`src/rtl/drp_pkg.sv`:
```
// ---------------------------------------------------------------------------
// drp_pkg: shared types and constants for the decimal LSD radix sorter
// Record, transaction and count widths plus the divide-by-ten constants.
// ---------------------------------------------------------------------------
package drp_pkg;

    localparam int MAX_ITEMS   = 64;
    localparam int IDX_W       = $clog2(MAX_ITEMS);
    localparam int CNT_W       = $clog2(MAX_ITEMS + 1);
    localparam int KEY_W       = 16;
    localparam int TAG_W       = 12;
    localparam int RADIX       = 10;
    localparam int DIG_W       = 4;
    localparam int RECIP_W     = 16;
    localparam int PROD_W      = KEY_W + RECIP_W;
    localparam int RECIP_SHIFT = 19;
    localparam logic [RECIP_W-1:0] RECIP_10 = 16'd52429;

    typedef struct packed {
        logic [KEY_W-1:0] key;
        logic [TAG_W-1:0] tag;
        logic             last;
    } item_t;

    typedef struct packed {
        logic [KEY_W-1:0] sorted_key;
        logic [TAG_W-1:0] sorted_tag;
        logic             final_res;
    } result_t;

    // quo holds key / weight for the current digit pass
    typedef struct packed {
        logic [KEY_W-1:0] quo;
        logic [KEY_W-1:0] key;
        logic [TAG_W-1:0] tag;
    } rec_t;

endpackage

```
`src/rtl/drp_div10.sv`:
```
// ---------------------------------------------------------------------------
// drp_div10: shared divide-by-ten unit
// Splits a value into its quotient by ten and its low decimal digit.
// ---------------------------------------------------------------------------
module drp_div10
(
    input  logic [drp_pkg::KEY_W-1:0] value,
    output logic [drp_pkg::KEY_W-1:0] quo,
    output logic [drp_pkg::DIG_W-1:0] digit
);

    logic [drp_pkg::PROD_W-1:0] prod;
    logic [drp_pkg::KEY_W-1:0]  times10;

    // reciprocal multiply, exact for all 16-bit values
    assign prod    = drp_pkg::PROD_W'(value) * drp_pkg::PROD_W'(drp_pkg::RECIP_10);
    assign quo     = drp_pkg::KEY_W'(prod >> drp_pkg::RECIP_SHIFT);
    assign times10 = (quo << 3) + (quo << 1);
    assign digit   = drp_pkg::DIG_W'(value - times10);

endmodule

```
`config.mk`:
```
export PLATFORM = sky130hd
export DESIGN_NAME = drp_div10
export DESIGN_NICKNAME = d
export VERILOG_FILES = /design/src/rtl/drp_pkg.sv /design/src/rtl/drp_div10.sv
export SDC_FILE = /design/constraint.sdc
export NUM_CORES = 1
export LEC_CHECK = 0
export ABC_AREA = 1
export BUFFER_PORTS_ARGS = -buffer_cell sky130_fd_sc_hd__buf_4
export CAP_MARGIN = 20
export CORE_ASPECT_RATIO = 0.8
export CORE_UTILIZATION = 50
export DETAILED_ROUTE_END_ITERATION = 16
export PLACE_DENSITY = 0.74
export SETUP_SLACK_MARGIN = 0.05
export SLEW_MARGIN = 20
export SYNTH_ARGS = -nofsm -noshare
export SYNTH_HDL_FRONTEND = slang
export SYNTH_SLANG_ARGS = --single-unit
```
`constraint.sdc`:
```
create_clock -name vclk -period 10
set_input_delay 0.5 -clock vclk [all_inputs]
set_output_delay 0.5 -clock vclk [all_outputs]
set_load 0.02 [all_outputs]
```
After elaboration in Yosys (flattened, before gate mapping). Index checks and enable logic that the tools add are counted.

Add/subtract/negate cells: 2. Multipliers: 1. Div/mod/pow operators: 0. $lt $le $gt $ge: 0. Eq/ne operators: 0. Shifts and indexed selects: 0. Muxes and demuxes: 0. Bitwise operators: 0. Reduce and logical (&&, ||, !) cells: 0.

Operators by type and width (count): $mul A16 B16 Y32 const B (1); $add A4 B4 Y4 (1); $sub A4 B4 Y4 (1).

Flip-flop bits (word level): 0. Bits in latches: 0. RAM bits: 0. Bits in read-only memories: 0. Output and inout port bits: 20. Logic and storage cells: 3. Memories kept: 0.

Depth between registers and ports, before layout. Gate-level depths: netlist (run 1).

Word-level depth: 3. Depth in mapped cells: 27. Depth with buffers taken out: 27.

Worst setup path before layout (run 1). No wires, ideal clock.

Kind: input to output. From: input value[2] in the netlist's numbering. To: output digit[3] in the netlist's numbering. Data arrival time: 5.567 ns. Data required time: 9.500 ns. Setup slack: 3.933 ns. Cell stages on the path: 24. Cell sequence: ha_1 > inv_1 > fa_1 > inv_1 > fa_1 > fa_1 > fa_1 > inv_1 > fa_1 > inv_1 > ha_1 > nand2_1 > nor2_1 > inv_1 > nor2_1 > nand2_1 > nand2_1 > xor2_1 > ha_1 > xor2_1 > inv_1 > nand3_2 > nand3_1 > nand2_1.

Cells in the longest elaborated chain, start to end: 3.

Ends and longest elaborated chain: start: declaration (line drp_div10.sv:7) `input logic [drp_pkg::KEY_W-1:0] value,`; $mul A16 B16 Y32 (line drp_div10.sv:16) `assign prod = drp_pkg::PROD_W'(value) * drp_pkg::PROD_W'(drp_pkg::RECIP_10);`; named net quo (one bit) (line drp_div10.sv:8) `output logic [drp_pkg::KEY_W-1:0] quo,`; $add A4 B4 Y4 (line drp_div10.sv:18) `assign times10 = (quo << 3) + (quo << 1);`; $sub A4 B4 Y4 (line drp_div10.sv:19) `assign digit = drp_pkg::DIG_W'(value - times10);`; end: declaration (line drp_div10.sv:9) `output logic [drp_pkg::DIG_W-1:0] digit`.

The timed path passes the listed nets, and every way through them passes these cells.

Worst setup path after layout (run 1).
From: input value[3] in the netlist's numbering. To: output digit[3] in the netlist's numbering.

Cells in the longest elaborated chain, start to end: 3.

Ends and longest elaborated chain (line): $mul A16 B16 Y32 (drp_div10.sv:16); $add A4 B4 Y4 (drp_div10.sv:18); $sub A4 B4 Y4 * (drp_div10.sv:19).

Mark *: on every way between the ends. The rest lies on a longest branch, timed or not.

==> out/metrics.yaml, run 1 <==
status:
  status: "finished, final reports clean"
route:
  wirelength_um: 13100
  drcViolationCount: 0
  routed-via-count: 4274
  via_per_inst: 5.09
  antenna_left: 0
  routedWlPerCell_um: 15.6
  firstDrtPassIters: 5
  drt_iter0_drc: 215
synth:
  syn_area_um2: 5310
  yosysSeqAreaShare_pct: 0
  synth-warning-count: 0
  syn_area_per_cell_um2: 7.94
  netlist.area_leader.share_pct: 31.4
  yosysUniqueCellTypes: 32
  synth_area_leader_cell: "ha_1"
  synth_area_leaders: "ha_1 (31%), fa_1 (30%), inv_1 (15%)"
  syn_inst: 668
layout:
  area_growth_pct: 7.69
  diodes: 0
  clkbuf_count: 0
  final_nets: 931
  layout_commonest_cell: "inv_1"
  regArea_um2: 0
  drive_gt1_share_pct: 8.00
  fin_area_um2: 5710
  mostFrequentLayoutCells: "inv_1 (206), ha_1 (133), nand2_1 (91)"
  seq_cell_count: 0
run:
  drv_cap: 0
floorplanning:
  die_area_um2: 11000
  start_util_pct: 51.6
  die_h_um: 94.1
  rows: 33
  die_w_um: 117
  core_area_um2: 10300
  boundaryPins: 36
setup_path:
  crit_path_end_kind: "output pin"
  crit_start: "value[3]"
  worstPathArrival_ns: 5.90
  cp.required_ns: 9.50
  crit_type: "input port to output pin"
  critPathMaxFanout: 6
  critPathLaunchType: "input port"
timing:
  finalHoldViolCount: 0
  rsz0062_at_grt: "false"
  finalSetupTns_ns: 0
  fin_crit_ns: 6.40
  maxSlewViolCount: 0
  fin_ws_ns: 3.60
  fmax_mhz: 156
  min_period_over_period_pct: 64.0
  setup_viol_count_final: 0
clocking:
  cts.repair.resized: 0
  post_cts_buffers: 0
  holdBufCountCts: 0
place:
  dpl_cell_area_um2: 5710
  dp_hpwl_um: 12100
  finalWeightedCongestion: 0.990
  place_ws_ns: 3.69
  io_buffers: 33
grt:
  grt_pass1_vias: 4501
  antenna_found_initial: 0
  grt_pass1_wl_um: 22100
  grt_use_total_pct: 26.5
  grt_max_degree: 8
  gr-total-overflow: 0
worst_hold_path:
  min_to: "digit[0]"
  hold_path.class: "input port to output pin"
  hold_depth: 3
  holdCritStartpoint: "value[1]"
## through the flow
stage | hold WS, ns | utilization, % | std cells
6_report | 1.42 | 55.6 | 840
5_1_grt | 1.43 | 55.6 | 840
4_1_cts | 1.41 | 55.6 | 840
3_5_place_dp | 1.41 | 55.6 | 840
3_3_place_gp | 1.39 | 55.6 | 840
2_1_floorplan | 1.13 | - | 670
## synth_stat cells, drive strengths merged
cell    instances
o21ai          15
fa             80
conb            1
ha            133
o211ai          2
nand4           5
nand2          99
inv           209
clkinv          1
a21boi          1
a21o            5
a31oi           1
xnor2           5
a21oi          30
nor2           32
o21a            3
nand3b          2
buf             3
xor2           12
nor3            4
o21bai          3
nand3          22
## cell type report
class	instances	area (µm²)
Multi-Input combinational cell	457	4500
Timing Repair Buffer	33	248
Tap cell	140	175
Inverter	210	788
Fill cell	948	4570
## critical path, stage by stage
cell,delay (ns)
buf_4,0.16
ha_1,0.35
inv_1,0.08
fa_1,0.53
inv_1,0.05
fa_1,0.51
fa_1,0.53
fa_1,0.55
inv_1,0.06
fa_1,0.57
inv_1,0.06
ha_1,0.31
nand2_1,0.09
nor2_1,0.09
inv_1,0.07
nor2_1,0.15
nand2_1,0.07
nand2_1,0.06
xor2_1,0.23
ha_1,0.21
xor2_1,0.23
inv_1,0.08
nand3_2,0.08
nand2_1,0.05
nand2_1,0.05
nand2_1,0.04
buf_4,0.15
## cells by family (layout without fill, tap and decap cells)
family | Yosys count | in the layout | synth area share, %
fa+ha+maj | 213 | 213 | 61.5
buf+inv | 213 | 243 | 15.3
other cells | 1 | 3 | 0.0707
simple gates | 164 | 164 | 13.4
compound gates | 60 | 60 | 6.86
xor+xnor | 17 | 17 | 2.81
## per-layer routing
metal	vias to the layer above	track usage [%]	routed length [µm]
li1	2098	-	-
met1	2027	38.9	6310
met2	128	43.3	5740
met3	21	1.03	762
met4	0	4.85	271
met5	-	0	0
## how the worst max path moves through the flow
stage	end	slack, ns	cells past startpoint
after floorplan	digit[3]	3.93	24
after global placement	digit[3]	3.76	25
after detailed placement	digit[3]	3.69	25
after CTS	digit[3]	3.63	25
after global routing	digit[3]	3.29	27
final	digit[3]	3.60	27
Power of run 1 is left out: the tool's default activity adds up to more than one toggle a clock period on the data nets, which glitch-free logic cannot reach.
==> inputs of run 2 (changes only) <==
==> constraint.sdc (replaced) <==
create_clock -name vclk -period 6.3
set_input_delay 0.315 -clock vclk [all_inputs]
set_output_delay 0.315 -clock vclk [all_outputs]
set_load 0.02 [all_outputs]
==> out/metrics.yaml, run 2 (same netlist as run 1, synthesis figures left out) <==
layout:
  final_nets: 931  # unchanged
  area_growth_pct: 8.06
  regArea_um2: 0  # unchanged
  layout_commonest_cell: "inv_1"
  seq_cell_count: 0  # unchanged
  mostFrequentLayoutCells: "inv_1 (206), ha_1 (131), nand2_1 (91)"
  clkbuf_count: 0  # unchanged
  diodes: 0  # unchanged
  drive_gt1_share_pct: 8.57  # +0.57 points
  n_fill_cell: 944  # -0.42%
floorplanning:
  die_area_um2: 11000  # unchanged
  rows: 33  # unchanged
  core_area_um2: 10300  # unchanged
  die_w_um: 117  # unchanged
  boundaryPins: 36  # unchanged
  start_util_pct: 51.6  # unchanged
  die_h_um: 94.1  # unchanged
setup_path:
  crit_type: "input port to output pin"
  crit_path_end_kind: "output pin"
  worstPathArrival_ns: 5.61  # -0.29 ns
  critPathMaxFanout: 6  # unchanged
  cp.required_ns: 5.98  # -3.52 ns
  critPathLaunchType: "input port"
timing:
  fin_crit_ns: 5.93
  fmax_mhz: 169
  rsz0062_at_grt: "false"
  maxSlewViolCount: 0  # unchanged
  finalSetupTns_ns: 0  # unchanged
  min_period_over_period_pct: 94.1
  setup_viol_count_final: 0  # unchanged
  finalHoldViolCount: 0  # unchanged
  whs_ns: 1.03  # -0.391 ns
grt:
  grt_use_total_pct: 25.8  # -0.60 points
  gr-total-overflow: 0  # unchanged
  grt_pass1_vias: 4437  # -1.4%
  antenna_found_initial: 0  # unchanged
  grt_max_degree: 8  # unchanged
  grt_pass1_wl_um: 21600  # -2.3%
clocking:
  holdBufCountCts: 0  # unchanged
  post_cts_buffers: 0  # unchanged
  cts.repair.resized: 0  # unchanged
route:
  routedWlPerCell_um: 15.5  # -0.56%
  firstDrtPassIters: 5  # unchanged
  antenna_left: 0  # unchanged
  wirelength_um: 13000  # -0.56%
  via_per_inst: 5.06  # -0.47%
  routed-via-count: 4254  # -0.47%
  drcViolationCount: 0  # unchanged
  drt_iter0_drc: 187  # -13%
place:
  io_buffers: 33  # unchanged
  finalWeightedCongestion: 0.989  # about the same
  dp_hpwl_um: 12000  # -0.46%
status:
  status: "finished, final reports clean"
worst_hold_path:
  hold_path.class: "input port to output pin"
  hold_depth: 3  # unchanged
run:
  drv_cap: 0  # unchanged
==> run 2: cell count changes in the layout (fill, tap and decap cells not counted) <==
cell and delta:
ha_1 -2, ha_2 +2, xor2_1 -2, xor2_2 +2
==> run 2: area by class of cell <==
cell class / count / area [µm²] / area share (%)
Inverter: 210 / 788 / 13.7
Multi-Input combinational cell: 457 / 4520 / 78.9
Timing Repair Buffer: 33 / 248 / 4.32
Tap cell: 140 / 175 / 3.05
==> run 2: worst paths after layout <==
check      from        to  slack (ns)
min    value[1]  digit[0]        1.03
max    value[3]  digit[3]        0.37
==> run 2: through the flow <==
step	util [%]	worst slack (ns)	std cells	instance area, µm²
floorplan	-	0.603	670	5310
global placement	55.6	0.424	840	5710
detailed placement	55.6	0.374	840	5710
CTS	55.6	0.317	840	5710
global route	55.8	0.0651	840	5730
finish	55.8	0.371	840	5730
==> run 2: worst max-delay path, cell delays in order <==
cell and delay (ns):
buf_4 0.16, ha_1 0.35, inv_1 0.08, fa_1 0.53, inv_1 0.05, fa_1 0.50, fa_1 0.52, fa_1 0.55
inv_1 0.05, fa_1 0.56, inv_1 0.05, ha_1 0.31, nand2_1 0.10, nor2_1 0.09, inv_1 0.07, nor2_1 0.15
nand2_1 0.07, nand2_1 0.09, xor2_2 0.18, ha_2 0.22, xor2_2 0.17, inv_1 0.07, nand3_2 0.08, nand2_1 0.05
nand2_1 0.05, nand2_1 0.05, buf_4 0.15
==> run 2: metal layers <==
layer	GRT usage [%]	vias to the layer above	share of wire (%)
li1	-	2095	-
met1	37.1	2023	48
met2	42.1	115	44
met3	2.26	21	5.6
met4	5.27	0	2.3
met5	0	-	0
Power of run 2 is left out for the same reason.
==> inputs of run 3 (changes only) <==
--- a/config.mk
+++ b/config.mk
@@ -9,9 +9,10 @@
 export BUFFER_PORTS_ARGS = -buffer_cell sky130_fd_sc_hd__buf_4
 export CAP_MARGIN = 20
 export CORE_ASPECT_RATIO = 0.8
-export CORE_UTILIZATION = 50
+export CORE_UTILIZATION = 40
 export DETAILED_ROUTE_END_ITERATION = 16
-export PLACE_DENSITY = 0.74
+export MAX_ROUTING_LAYER = met4
+export PLACE_DENSITY = 0.63
 export SETUP_SLACK_MARGIN = 0.05
 export SLEW_MARGIN = 20
 export SYNTH_ARGS = -nofsm -noshare
==> out/metrics.yaml, run 3 (same netlist as run 1, synthesis figures left out) <==
status:
  status: "finished, final reports clean"
route:
  drcViolationCount: 0  # unchanged
  routed-via-count: 4151  # -2.4%
  routedWlPerCell_um: 15.1  # -2.5%
  firstDrtPassIters: 4  # -1
  via_per_inst: 4.74  # -6.3%
  wirelength_um: 13200  # +1.5%
  antenna_left: 0  # unchanged
  drt_iter0_drc: 134  # -28%
grt:
  antenna_found_initial: 0  # unchanged
  grt_pass1_wl_um: 22800  # +5.7%
  grt_pass1_vias: 4594  # +3.5%
  gr-total-overflow: 0  # unchanged
  grt_max_degree: 8  # unchanged
  grt_use_total_pct: 22.1  # -3.7 points
floorplanning:
  die_h_um: 105  # +12%
  die_area_um2: 13700  # +25%
  rows: 37  # +12%
  boundaryPins: 36  # unchanged
  start_util_pct: 41.1  # -11 points
  core_area_um2: 12900  # +26%
  die_w_um: 131  # +12%
layout:
  regArea_um2: 0  # unchanged
  clkbuf_count: 0  # unchanged
  multi_input_area_um2: 4540  # +0.28%
  fin_area_um2: 5790  # +0.98%
  layout_commonest_cell: "inv_1"
  final_cells: 875  # +4.2%
  n_fill_cell: 1329  # +41%
  seq_cell_count: 0  # unchanged
  mostFrequentLayoutCells: "inv_1 (206), ha_1 (131), nand2_1 (91)"
  final_nets: 931  # unchanged
  drive_gt1_share_pct: 8.71  # +0.14 points
  final_core_util_pct: 44.8  # -11 points
  area_growth_pct: 9.13
  diodes: 0  # unchanged
setup_path:
  critPathMaxFanout: 7  # +1
  cp.required_ns: 5.98  # about the same
  crit_type: "input port to output pin"
  critPathLaunchType: "input port"
  worstPathArrival_ns: 5.56  # -0.05 ns
  crit_path_end_kind: "output pin"
worst_hold_path:
  holdCritStartpoint: "value[1]"
  min_to: "digit[0]"
  hold_depth: 3  # unchanged
  hold_path.class: "input port to output pin"
timing:
  setup_viol_count_final: 0  # unchanged
  maxSlewViolCount: 0  # unchanged
  finalSetupTns_ns: 0  # unchanged
  fmax_mhz: 170  # +0.93%
  fin_crit_ns: 5.87  # -0.0548 ns
  rsz0062_at_grt: "false"
  min_period_over_period_pct: 93.2  # -0.87 points
  finalHoldViolCount: 0  # unchanged
place:
  io_buffers: 33  # unchanged
  post-place-cells: 875  # +4.2%
  finalWeightedCongestion: 0.933  # -5.7%
  dpl_cell_area_um2: 5760  # +0.77%
  dp_hpwl_um: 12400  # +3.0%
clocking:
  holdBufCountCts: 0  # unchanged
  post_cts_buffers: 0  # unchanged
run:
  drv_cap: 0  # unchanged
[run 3: cell types whose count changed in the layout (fill, tap and decap cells not counted)]
cell / change
fa_2: +1
ha_4: +1
ha_2: -1
fa_1: -1
[run 3: how the worst max path moves through the flow]
| stage | end | depth (start not counted) | slack [ns] | start |
|---|---|---|---|---|
| after global routing | digit[3] | 25 | 0.07 | value[4] |
| after global placement | digit[3] | 27 | 0.40 | value[3] |
| final | digit[3] | 28 | 0.43 | value[0] |
| after CTS | digit[3] | 27 | 0.32 | value[3] |
| after detailed placement | digit[3] | 27 | 0.36 | value[3] |
| after floorplan | digit[3] | 24 | 0.60 | value[2] |
[run 3: metal layers]
metal	GRT usage, %	share of wire, %	vias to the layer above
met5	-	0	-
li1	-	-	2095
met2	33.6	43	93
met3	2.36	4.9	18
met1	32.3	51	1945
met4	2.96	1.6	0
[run 3: final cells by class]
class | count | share of cell area, %
inverters | 210 | 13.6
repair buffers | 33 | 4.28
multi-input cells | 457 | 78.3
well taps | 175 | 3.78
[run 3: what timing repair did]
| action | 4_1_cts | 5_1_grt |
|---|---|---|
| setup endpoints to repair | 0 | 1 |
| gates resized for setup | 0 | 5 |
| endpoints found under the hold margin | 0 | 0 |
[run 3: stage by stage]
step / setup slack [ns] / hold slack (ns)
after global routing: 0.0666 / 1.04
final: 0.426 / 1.03
after global placement: 0.397 / 1.03
after detailed placement: 0.359 / 1.03
after floorplan: 0.603 / 0.758
after CTS: 0.318 / 1.03
[run 3: worst max-delay path, cell delays in order]
cell and delay, ns:
buf_4 0.14, inv_1 0.06, ha_1 0.31, inv_1 0.09, ha_1 0.28, inv_1 0.05
fa_1 0.54, inv_1 0.06, fa_1 0.50, fa_1 0.54, inv_1 0.06, fa_2 0.60
inv_1 0.05, ha_1 0.32, a21o_1 0.21, a21oi_2 0.13, nor2_1 0.05, nor2_1 0.13
nand2_1 0.11, xor2_2 0.18, ha_2 0.22, xor2_2 0.17, inv_1 0.07, nand3_2 0.08
nand2_1 0.05, nand2_1 0.05, nand2_1 0.04, buf_4 0.15
Power of run 3 is left out for the same reason.
